## config.mk

```make
export PLATFORM = sky130hd
export DESIGN_NAME = tpa_sqrt_stage
export DESIGN_NICKNAME = d
export VERILOG_FILES = /design/src/rtl/tpa_pkg.sv /design/src/rtl/tpa_sqrt_stage.sv
export SDC_FILE = /design/constraint.sdc
export NUM_CORES = 1
export LEC_CHECK = 0
export BUFFER_PORTS_ARGS = -buffer_cell sky130_fd_sc_hd__buf_2
export CAP_MARGIN = 15
export CORE_MARGIN = 1
export CORE_UTILIZATION = 40
export CTS_BUF_LIST = sky130_fd_sc_hd__clkbuf_8
export CTS_CLUSTER_SIZE = 40
export DETAILED_ROUTE_END_ITERATION = 16
export PLACE_DENSITY = 0.74
export SLEW_MARGIN = 10
export SYNTH_ARGS = -nofsm -noshare
export SYNTH_HDL_FRONTEND = slang
export SYNTH_SLANG_ARGS = --single-unit
export TNS_END_PERCENT = 30
```

## constraint.sdc

```tcl
create_clock -name clk -period 20.8 [get_ports clk]
set_clock_uncertainty 0.2 [all_clocks]
set_input_delay 2.08 -clock clk [delete_from_list [all_inputs] [get_ports clk]]
set_output_delay 2.08 -clock clk [all_outputs]
set_load 0.05 [all_outputs]
```

## src/rtl/tpa_pkg.sv

```systemverilog
// Shared widths for the triangle perimeter and area pipeline.
package tpa_pkg;

  // Result field widths.
  localparam int PERIM_W = 23;
  localparam int AREA_W  = 33;

  // Number of root steps done by each square-root stage.
  localparam int ROOT_STEPS = 4;

  // Side lengths carry four fraction bits, so the squared length is scaled by 2^8.
  localparam int SQ_SHIFT = 8;

endpackage

```

## src/rtl/tpa_sqrt_stage.sv

```systemverilog
// One stage of the pipelined square root: a few digit steps on three sides.
module tpa_sqrt_stage #(
  parameter int N = 24
) (
  input  logic                          clk,
  input  logic                          rst,
  input  logic                          in_valid,
  output logic                          in_ready,
  input  logic [2:0][2*N-1:0]           in_val,
  input  logic [2:0][N+1:0]             in_rem,
  input  logic [2:0][N-1:0]             in_root,
  input  logic [tpa_pkg::AREA_W-1:0]    in_area,
  output logic                          out_valid,
  input  logic                          out_ready,
  output logic [2:0][2*N-1:0]           out_val,
  output logic [2:0][N+1:0]             out_rem,
  output logic [2:0][N-1:0]             out_root,
  output logic [tpa_pkg::AREA_W-1:0]    out_area
);

  logic                 v;
  logic [2:0][2*N-1:0]  val_next;
  logic [2:0][N+1:0]    rem_next;
  logic [2:0][N-1:0]    root_next;

  assign in_ready  = !v || out_ready;
  assign out_valid = v;

  // Restoring digit steps: bring in two value bits, try root*4+1.
  always_comb begin
    logic [2*N-1:0] vv;
    logic [N+1:0]   rr;
    logic [N-1:0]   qq;
    logic [N+3:0]   t;
    logic [N+3:0]   trial;
    for (int l = 0; l < 3; l++) begin
      vv = in_val[l];
      rr = in_rem[l];
      qq = in_root[l];
      for (int s = 0; s < tpa_pkg::ROOT_STEPS; s++) begin
        t     = {rr, vv[2*N-1:2*N-2]};
        vv    = {vv[2*N-3:0], 2'b00};
        trial = {2'b00, qq, 2'b01};
        if (t >= trial) begin
          t  = t - trial;
          qq = {qq[N-2:0], 1'b1};
        end else begin
          qq = {qq[N-2:0], 1'b0};
        end
        rr = t[N+1:0];
      end
      val_next[l]  = vv;
      rem_next[l]  = rr;
      root_next[l] = qq;
    end
  end

  always_ff @(posedge clk) begin
    if (rst) begin
      v <= 1'b0;
    end else if (in_ready) begin
      v <= in_valid;
    end
  end

  always_ff @(posedge clk) begin
    if (in_ready) begin
      out_val  <= val_next;
      out_rem  <= rem_next;
      out_root <= root_next;
      out_area <= in_area;
    end
  end

endmodule

```

==> reports/qor.yml <==
place_hpwl_um: 88800
status: "completed"
areaGrowthSynthToFinish_pct: 17.1
drt_wl_total_um: 107000
setup_tns_ps: 0
hold_viol: 0
peakVddDrop_mv: 0.137
wl_per_cell_um: 21.6
antenna_left: 0
synthArstFlopShare_pct: 0
cts-root-buf: "clkbuf_8"
netlist_instances: 3369
ys_ff_latch: 304
core_area_sq_um: 73000
ys.flop_type: "edfxtp_1"
synth_commonest_cells: "378 x a21oi_1, 312 x ha_1, 303 x edfxtp_1"
crit_family: "compound AO/OA/AOI/OAI gates"
power.leakage_nw: 15.7
cts_setup_buffers: 0
fin_ws_ps: 5720
grt_max_degree: 151
drv_cap: 0
slew_headroom_pct: 32.2
antenna_found_initial: 21
grt_pass1_wl_um: 156000
htreeDepth: 2
row_count: 99
synth_edf_count: 303
dr_total_vias: 28600
firstDrtPassIters: 6
crit_type: "input port to flop"
cts.sinks: 304
yosysTopAreaCell: "edfxtp_1"
arrival_ps: 15300
tritoncts: "yes"
fmax_ghz: 0.0663
clockBufferDepth: 3
fp.dieArea_sq_um: 74700
ys_types: 106
route.detailed.drc: 0
fin_crit_ps: 15080
critPathRequiredTime_ps: 21020
synth_top_area_share_pct: 30.9
min_period_over_period_pct: 72.5
io-pin-count: 660
rsz0062_at_grt: "false"
viasPerCell: 5.74
nNetsFinal: 4611
ctsHoldBuffers: 0
synth.avg_cell_area_sq_um: 8.75
start_kind: "input port"
reg2reg_slack_ps: 17540
worst_pin_slew_ps: 1020
gp_congestion: 1.01
drive_gt1_share_pct: 20.7
clock_latency_ps: 670
yosys-top-cells-area: "edfxtp_1 31%, ha_1 13%, a21oi_1 6.4%, xnor2_1 4.8%, a21o_1 4.3%"
path_clk_slew_ps: 70
cts_buffers: 55
cp_slowest_cell: "a31oi_4"
grt_pass1_vias: 25900
io_buffers: 635
cts_resized: 0
cpPeakStageDelay_ps: 820
final_max_slew_viol_count: 0
ys.warnings.count: 0
drt_iter0_markers: 2463
worst-path-buf-inv: 7
yosysSeqAreaShare_pct: 30.9
grt_use_total_pct: 27.2
crit_path_end_kind: "flop"
power.density_nw_per_um2: 187
dp_slack_ps: 5190
die_x_um: 273
start_util_pct: 40.4
hp-class: "flop to flop"
synth_area_sq_um: 29500
yosysMostFrequentCell: "a21oi_1"
setup_viol: 0
path_max_fanout: 41
grt_overflow_total: 0
fp.dieH_um: 273
final timing paths:
| kind | to | depth (start not counted) | start |
|---|---|---|---|
| worst max-delay path | out_rem[16]$_DFFE_PP_ | 46 | in_root[17] |
| worst min-delay path | out_area[6]$_DFFE_PP_ | 1 | out_valid$_SDFFE_PP0P_ |
| worst min register to register | out_area[6]$_DFFE_PP_ | 1 | out_valid$_SDFFE_PP0P_ |
| worst max register to register | out_val[9]$_DFFE_PP_ | 3 | out_valid$_SDFFE_PP0P_ |
through the flow:
stage	util [%]	cell area [sq um]	hold WS, ps	power [mW]	cells
after floorplan	-	29500	1950	4.73	3392
after global placement	45.8	33400	1080	5.76	4870
after detailed placement	45.8	33400	1100	5.80	4870
after CTS	47.3	34500	1110	6.40	4966
after global routing	47.3	34500	1130	6.92	4972
final	47.3	34500	1080	6.46	4975
where the power goes:
part / switching (mW) / internal (mW)
clock network: 0.275 / 0.289
logic: 3.02 / 1.86
registers: 0.0516 / 0.959
total: 3.35 / 3.11
layer usage:
layer / vias to the layer above / share of wire, % / track usage, %
met5: - / 0.035 / 0
met2: 1305 / 45 / 43.5
met4: 6 / 4.5 / 12.1
li1: 13700 / - / -
met1: 13300 / 42 / 36.0
met3: 209 / 8.1 / 4.09
logic make-up (layout without fill, tap and decap cells):
group                    Yosys count  in the layout  synth area share [%]
XOR/XNOR                         268            268                  7.99
AO/OA/AOI/OAI                   1141           1141                  25.1
other                              1             33                0.0127
adder cells (fa/ha/maj)          312            312                  13.2
buffers and inverters            320            935                  4.66
AND/OR/NAND/NOR                  956            956                  15.5
flip-flops                       304            304                  30.9
multiplexers                      67             67                  2.59
placed cells by master, fill, tap and decap left out, types with 51 or more instances in the layout:
| cell type | n |
|---|---|
| xor2_1 | 104 |
| xnor2_1 | 163 |
| buf_2 | 635 |
| a21oi_1 | 378 |
| nand3_1 | 60 |
| o21ai_0 | 189 |
| nor3_1 | 51 |
| nor2_1 | 288 |
| o21bai_1 | 52 |
| a21o_1 | 169 |
| edfxtp_1 | 303 |
| nand2_1 | 277 |
| nand4_1 | 59 |
| ha_1 | 312 |
| clkbuf_8 | 55 |
| inv_1 | 195 |
layout make-up:
class / instances / area [sq um]
well taps: 959 / 1200
diodes: 9 / 22.5
clock inverters: 41 / 310
fillers: 7152 / 38500
multi-input cells: 2768 / 19100
clock buffers: 55 / 757
flip-flops and latches: 304 / 9120
repair buffers: 647 / 3280
inverters: 192 / 724
state kept, by name, indices dropped and copies added (netlist names):
register / flops
out_rem: 78
out_val: 120
out_area: 33
out_root: 72
out_valid: 1
No activity file was read; power rests on OpenSTA's default activity.
