[config.mk]
export PLATFORM = sky130hd
export DESIGN_NAME = tpa_tail_flat
export DESIGN_NICKNAME = d
export VERILOG_FILES = /design/src/rtl/tpa_pkg.sv /design/src/rtl/tpa_if.sv /design/src/rtl/tpa_tail.sv /design/src/flat_wrapper.sv
export SDC_FILE = /design/constraint.sdc
export NUM_CORES = 1
export LEC_CHECK = 0
export BUFFER_PORTS_ARGS = -buffer_cell sky130_fd_sc_hd__buf_4
export CORE_MARGIN = 3
export CORE_UTILIZATION = 38
export DETAILED_ROUTE_END_ITERATION = 10
export HOLD_SLACK_MARGIN = 0.05
export PLACE_DENSITY = 0.76
export SYNTH_ARGS = -nofsm -noshare
export SYNTH_HDL_FRONTEND = slang
export SYNTH_SLANG_ARGS = --single-unit
[constraint.sdc]
create_clock -name clk -period 3.2 [get_ports clk]
set_input_delay 0 -clock clk [delete_from_list [all_inputs] [get_ports clk]]
set_output_delay 0 -clock clk [all_outputs]
set_load 0.03 [all_outputs]
[src/rtl/tpa_pkg.sv]
// Shared widths for the triangle perimeter and area pipeline.
package tpa_pkg;

  // Result field widths.
  localparam int PERIM_W = 23;
  localparam int AREA_W  = 33;

  // Number of root steps done by each square-root stage.
  localparam int ROOT_STEPS = 4;

  // Side lengths carry four fraction bits, so the squared length is scaled by 2^8.
  localparam int SQ_SHIFT = 8;

endpackage

[src/rtl/tpa_if.sv]


interface tpa_out_if;
  logic                         valid;
  logic                         ready;
  logic [tpa_pkg::PERIM_W-1:0]  perimeter;
  logic [tpa_pkg::AREA_W-1:0]   twice_area;

  modport source (output valid, perimeter, twice_area, input ready);
  modport sink   (input valid, perimeter, twice_area, output ready);
endinterface

[src/rtl/tpa_tail.sv]
// Output stage: adds the three side lengths and holds the result word.
module tpa_tail #(
  parameter int N = 24
) (
  input  logic                          clk,
  input  logic                          rst,
  input  logic                          in_valid,
  output logic                          in_ready,
  input  logic [2:0][N-1:0]             in_root,
  input  logic [tpa_pkg::AREA_W-1:0]    in_area,
  tpa_out_if.source                     rsp
);

  logic         v;
  logic [N+1:0] per_sum;

  assign in_ready  = !v || rsp.ready;
  assign rsp.valid = v;
  assign per_sum   = (N+2)'(in_root[0]) + (N+2)'(in_root[1]) + (N+2)'(in_root[2]);

  always_ff @(posedge clk) begin
    if (rst) begin
      v <= 1'b0;
    end else if (in_ready) begin
      v <= in_valid;
    end
  end

  // The perimeter wraps to its field width.
  always_ff @(posedge clk) begin
    if (in_ready) begin
      rsp.perimeter  <= tpa_pkg::PERIM_W'(per_sum);
      rsp.twice_area <= in_area;
    end
  end

endmodule

[src/flat_wrapper.sv]
// flat-port wrapper written by rule: the top's interface ports become plain ports
module tpa_tail_flat 
#(
  parameter int N = 24
)
  (clk, rst, in_valid, in_ready, in_root, in_area, rsp_valid, rsp_perimeter, rsp_twice_area, rsp_ready);
  tpa_out_if rsp_i ();
  input  logic clk;
  input  logic rst;
  input  logic in_valid;
  output logic in_ready;
  input  logic [2:0][N-1:0] in_root;
  input  logic [tpa_pkg::AREA_W-1:0] in_area;
  output wire logic [$bits(rsp_i.valid)-1:0] rsp_valid;
  output wire logic [$bits(rsp_i.perimeter)-1:0] rsp_perimeter;
  output wire logic [$bits(rsp_i.twice_area)-1:0] rsp_twice_area;
  input wire logic [$bits(rsp_i.ready)-1:0] rsp_ready;
  assign rsp_valid = rsp_i.valid;
  assign rsp_perimeter = rsp_i.perimeter;
  assign rsp_twice_area = rsp_i.twice_area;
  assign rsp_i.ready = rsp_ready;
  tpa_tail #(.N(N)) u_core (.clk(clk), .rst(rst), .in_valid(in_valid), .in_ready(in_ready), .in_root(in_root), .in_area(in_area), .rsp(rsp_i));
endmodule
==> run_results.csv, run 1 <==
group,metric,value,unit
drt,dr.first_iter.drc_count,58,
critical_path,rrSetupSlack,1.27,ns
critical_path,critPathLaunch,"in_root[1]",
drt,viasPerCell,4.70,
placed_design,place_area,4560,µm²
timing,min_period,2.49,ns
timing,slew_headroom,32.6,%
global_routing,grt_max_degree,43,
critical_path,start_kind,"input port",
synth,synth_fp_nets,382,
synth,synth_seq_cells,57,
critical_path,end_kind,"flip-flop",
placed_design,place_ws,0.365,ns
job,drv_cap,0,
clock_network,clkLatencyLatePin,0.33,ns
critical_path,crit_slowest_cell,"fa_1",
clock_network,clock-sinks,57,
power_and_ir_drop,fin_total_pwr,2.95,mW
synth,syn_avg_cell_area,14.0,µm²
drt,ant_nets,0,
drt,wl_per_cell,14.3,µm
floorplanning,core_area,7970,µm²
timing,fmax,0.401,GHz
clock_network,htree_num_levels,3,
clock_network,cts_resized,0,
critical_path,endpoint,"u_core.rsp.perimeter[19]",
global_routing,antenna_found_initial,0,
synth,yosysWarnings,0,
synth,seq_area_frac_synth,53.1,%
global_routing,overflow,0,
drt,vias,2561,
floorplanning,die_height,97.8,µm
synth,async_flop_share,0,%
timing,setup_viol,0,
placed_design,io_buffers,163,
critical_path,rr_worst_depth,3,
critical_path,worst_path_largest_cell_delay,0.48,ns
finish,finalNonFillerCells,545,
floorplanning,fp.dieW,97.8,µm
timing,hold_viol,0,
power_and_ir_drop,ir_worst_vdd,0.243,mV
finish,final_common_cell,"buf_4",
clock_network,clk_pin_slew,0.06,ns
finish,area_growth,59.3,%
critical_path,crit_required,3.39,ns
critical_path,r2r_end,"u_core.rsp.valid",
placed_design,hpwl,5870,µm
placed_design,dp_cells,494,
finish,n_antenna_cell,0,
finish,final_nets,591,
placed_design,place_congestion,0.730,
timing,timing.final.crit_share,78.0,%
critical_path,crit_arrival,2.68,ns
clock_network,cts_max_path_buffers,2,
finish,fill_cells,596,
timing,worst_pin_slew,1.01,ns
synth,synth_edf_count,56,
critical_path,crit_type,"input port to flip-flop",
finish,layout_common_cells,"164 x buf_4, 56 x edfxtp_1, 35 x dlygate4sd3_1, 23 x fa_1, 22 x a21oi_1",
synth,syn_area,3210,µm²
drt,wl,7770,µm
floorplanning,fp-row-count,32,
hold_path,hold_path_class,"input port to flip-flop",
floorplanning,ios,167,
global_routing,grt_pass1_wl,12700,µm
global_routing,grt_usage,16.6,%
global_routing,grt_pass1_vias,2658,
clock_network,clockRootBuffer,"clkbuf_8",
clock_network,cts_buffers,9,
timing,worst_slack,0.705,ns
timing,fin_skew,0.00529,ns
timing,tns,0,ns
synth,synth.distinct_cells,34,
floorplanning,dieArea,9570,µm²
floorplanning,initial_core_util,40.2,%
finish,design_area,5110,µm²
power_and_ir_drop,p_leak,2.29,nW
clock_network,cts_tree,"done",
critical_path,crit_fanout,3,
finish,drive_gt1_share,41.3,%
drt,firstDrtPassIters,4,
synth,ys.flop_type,"edfxtp_1",
drt,route.detailed.drc,0,
synth,syn_inst,229,
power_and_ir_drop,p_per_area,577,nW/µm²
status,status,"finished clean",
timing,rsz0062_at_grt,"false",
critical_path,crit_top_cell,"fa_1",
timing,slew_viol_final,0,
critical_path,rr_startpoint,"u_core.rsp.valid",
critical_path,path_cells,"buf_4 -> fa_1 -> ha_1 -> inv_1 -> fa_1 -> nor2b_4 -> o31a_1 -> o311a_4 -> o21ai_2 -> a21boi_1 -> or4b_1 -> nand4_1",
[worst min path at each step]
stage                startpoint                      end  cells after the start
finish              in_root[49]  u_core.rsp.perimeter[1]                      3
floorplan                   rst         u_core.rsp.valid                      1
global placement            rst         u_core.rsp.valid                      2
detailed placement          rst         u_core.rsp.valid                      2
global route        in_root[49]  u_core.rsp.perimeter[1]                      3
CTS                 in_root[49]  u_core.rsp.perimeter[1]                      3
[cells in the mapped netlist (2+ instances only)]
library cell   n  area (µm²)
ha_1          21         263
xor2_1         5        43.8
nand2b_1       5        31.3
nor2_1         8        30.0
inv_1         12        45.0
nor3_1         2        10.0
nand2_1       11        41.3
edfxtp_1      56        1680
and3_1         4        25.0
a211oi_1       2        15.0
o21bai_1       2        15.0
a21boi_0       2        15.0
xnor2_1       15         131
fa_1          23         460
a21o_1         6        45.0
a21oi_1       22         110
nand3_1        3        15.0
o21a_1         4        30.0
o21ai_0       11        55.1
[worst max-delay path, delay by kind of cell]
family	cells	cell delay [ns]
fa+ha+maj	3	0.97
simple gates	3	0.60
compound gates	4	0.90
buf+inv	2	0.20
[state kept, by name (all words and copies together), names as in the netlist]
register	count
u_core.rsp.twice_area	33
u_core.rsp.perimeter	23
u_core.rsp.valid	1
[power by group]
part,internal (mW),switching (mW),total [mW]
registers,1.02,0.0453,1.06
clock network,0.357,0.282,0.639
logic,0.535,0.708,1.24
[per-layer routing]
layer  GRT usage, %  wire length (µm)  vias up
li1               -                 -     1264
met1           18.7              3030     1175
met2           29.9              4050      113
met3           4.71               556        9
met4           5.43               141        0
met5              0                 0        -
[stage by stage]
step,utilization (%),hold WS [ns]
CTS,64.1,0.152
global placement,57.3,0.159
floorplan,-,0.0691
finish,64.1,0.173
global route,64.1,0.163
detailed placement,57.3,0.160
[what timing repair did]
action / CTS / global route
hold buffers: 35 / 0
setup buffers: 0 / 0
hold endpoints to repair: 34 / 0
[cell type report]
type	count	area [µm²]	share of cell area [%]
tap	102	128	2.50
multi-input combinational	159	1460	28.5
inverter	12	45.0	0.882
clock inverter	7	70.1	1.37
timing repair buffer	199	1580	31.0
clock buffer	9	124	2.43
sequential	57	1700	33.3
[cells by family (layout without fill, tap and decap cells)]
| group | count (synthesis) | after routing | share of synthesized area, % |
|---|---|---|---|
| flops | 57 | 57 | 53.1 |
| xor+xnor | 20 | 20 | 5.46 |
| fa+ha+maj | 44 | 44 | 22.6 |
| compound gates | 55 | 55 | 10.8 |
| buf+inv | 13 | 227 | 1.52 |
| simple gates | 40 | 40 | 6.56 |
No activity file was read; power rests on OpenSTA's default activity.
==> run 2, diff against run 1 <==
==> constraint.sdc (replaced) <==
create_clock -name clk -period 2.5 [get_ports clk]
set_input_delay 0 -clock clk [delete_from_list [all_inputs] [get_ports clk]]
set_output_delay 0 -clock clk [all_outputs]
set_load 0.03 [all_outputs]
==> run 2 against run 1 <==
- first-iteration DRC count decreased by 14%
- via count increased by 2.7%
- flip-flop and latch count unchanged
- routed wire length increased by 2.2%
- critical path type unchanged
- largest cell class is now non-clock buffers
- largest power group unchanged
==> run_results.csv, run 2 (synthesized netlist as in run 1, its figures left out) <==
group,metric,value,unit
clock_network,cts_setup_buffers,0,
finish,regMostFlops,"u_core.rsp.twice_area",
critical_path,rrSetupSlack,0.55,ns
job,drv_cap,0,
timing,fin_skew,0.0109,ns
critical_path,critPathLaunch,"in_root[25]",
placed_design,place_area,4700,µm²
finish,final_util,66.0,%
finish,n_antenna_cell,0,
timing,fmax,0.413,GHz
clock_network,clk_pin_slew,0.07,ns
global_routing,grt_pass1_vias,2778,
drt,wl,7940,µm
floorplanning,initial_core_util,40.2,%
critical_path,start_kind,"input port",
critical_path,crit_arrival,2.60,ns
critical_path,rr_worst_depth,4,
drt,vias,2629,
hold_path,hold_path_class,"input port to flip-flop",
timing,slew_viol_final,0,
timing,min_period,2.42,ns
finish,final_nets,607,
timing,timing.final.crit_share,96.8,%
drt,wl_per_cell,14.2,µm
floorplanning,dieArea,9570,µm²
timing,hold_viol,0,
floorplanning,fp-row-count,32,
timing,rsz0062_at_grt,"false",
placed_design,place_ws,-0.304,ns
clock_network,htree_num_levels,3,
global_routing,grt_max_degree,34,
status,status,"finished clean",
hold_path,hp-start,"in_root[48]",
power_and_ir_drop,p_per_area,734,nW/µm²
timing,setup_viol,0,
timing,slew_headroom,54.2,%
power_and_ir_drop,p_sw,1.34,mW
floorplanning,core_area,7970,µm²
global_routing,grt_usage,16.7,%
floorplanning,ios,167,
global_routing,antenna_found_initial,0,
timing,worst_pin_slew,0.687,ns
drt,dr.first_iter.drc_count,50,
power_and_ir_drop,internal-power,2.52,mW
hold_path,hold_depth,4,
power_and_ir_drop,fin_total_pwr,3.86,mW
placed_design,io_buffers,163,
power_and_ir_drop,clkPwrFrac,21.0,%
floorplanning,fp.dieW,97.8,µm
power_and_ir_drop,comb_power_share,43.6,%
placed_design,hpwl,6110,µm
drt,viasPerCell,4.69,
finish,largest_register_ffs,33,
finish,design_area,5260,µm²
clock_network,cts_buffers,9,
placed_design,dp_cells,510,
drt,firstDrtPassIters,4,
timing,worst_slack,0.0810,ns
finish,final_common_cell,"buf_4",
power_and_ir_drop,swShare,34.8,%
drt,route.detailed.drc,0,
critical_path,end_kind,"flip-flop",
floorplanning,die_height,97.8,µm
power_and_ir_drop,ir_worst_vdd,0.273,mV
clock_network,cts_tree,"done",
finish,area_growth,64.1,%
drt,ant_nets,0,
critical_path,crit_fanout,3,
placed_design,place_congestion,0.784,
critical_path,rr_startpoint,"u_core.rsp.valid",
finish,finalNonFillerCells,561,
power_and_ir_drop,seq_power_share,35.3,%
critical_path,crit_type,"input port to flip-flop",
clock_network,cts_max_path_buffers,2,
critical_path,crit_required,2.68,ns
power_and_ir_drop,p_leak,2.37,nW
finish,layout_common_cells,"178 x buf_4, 56 x edfxtp_1, 35 x dlygate4sd3_1, 22 x a21oi_1, 22 x fa_1",
global_routing,grt_pass1_wl,12800,µm
finish,drive_gt1_share,44.2,%
clock_network,clockRootBuffer,"clkbuf_8",
clock_network,clock-sinks,57,
global_routing,overflow,0,
clock_network,clkLatencyLatePin,0.33,ns
==> run 2: power groups by stage <==
stage | Clock (mW) | Combinational (mW) | Sequential, mW
5_1_grt | 0.881 | 1.82 | 1.39
4_1_cts | 0.838 | 1.69 | 1.37
3_5_place_dp | 0 | 1.63 | 1.39
6_report | 0.812 | 1.69 | 1.37
3_3_place_gp | 0 | 1.60 | 1.38
2_1_floorplan | 0 | 0.558 | 1.79
==> run 2: through the flow <==
stage | setup TNS [ns] | hold slack (ns)
CTS | 0 | 0.157
floorplan | 0 | 0.0691
detailed placement | -0.751 | 0.158
global placement | -0.507 | 0.163
global route | 0 | 0.179
finish | 0 | 0.184
==> run 2: worst paths after layout <==
check,to
setup / recovery,u_core.rsp.perimeter[19]
setup reg to reg,u_core.rsp.valid
hold reg to reg,u_core.rsp.twice_area[26]
hold / removal,u_core.rsp.perimeter[0]
==> run 2: area by class of cell <==
type | instances | area (µm²)
Clock buffer | 11 | 131
Timing Repair Buffer | 215 | 1720
Sequential cell | 57 | 1700
Multi-Input combinational cell | 159 | 1480
Tap cell | 102 | 128
Clock inverter | 5 | 57.6
Fill cell | 571 | 2710
Inverter | 12 | 45.0
==> run 2: repair_timing <==
action,CTS,global route
hold buffers,35,0
endpoints found under the setup margin,0,2
hold endpoints to repair,34,0
gates resized for setup,0,6
==> run 2: routing by layer <==
metal  routed length [µm]  up-vias  track usage, %  part of all wire, %
li1                     -     1291               -                    -
met1                 2930     1221            18.1                   37
met2                 4370      109            31.6                   55
met3                  530        8            3.79                  6.7
met4                  114        0            6.07                  1.4
met5                    0        -               0                    0
==> run 2: critical path: stages <==
cell and delay (ns):
buf_4 0.12, fa_1 0.48, ha_2 0.21, inv_2 0.06, fa_2 0.22, nor2b_4 0.04
o31a_1 0.27, o311a_4 0.34, o21ai_4 0.17, a21boi_2 0.09, or4b_1 0.48, nand4_1 0.11
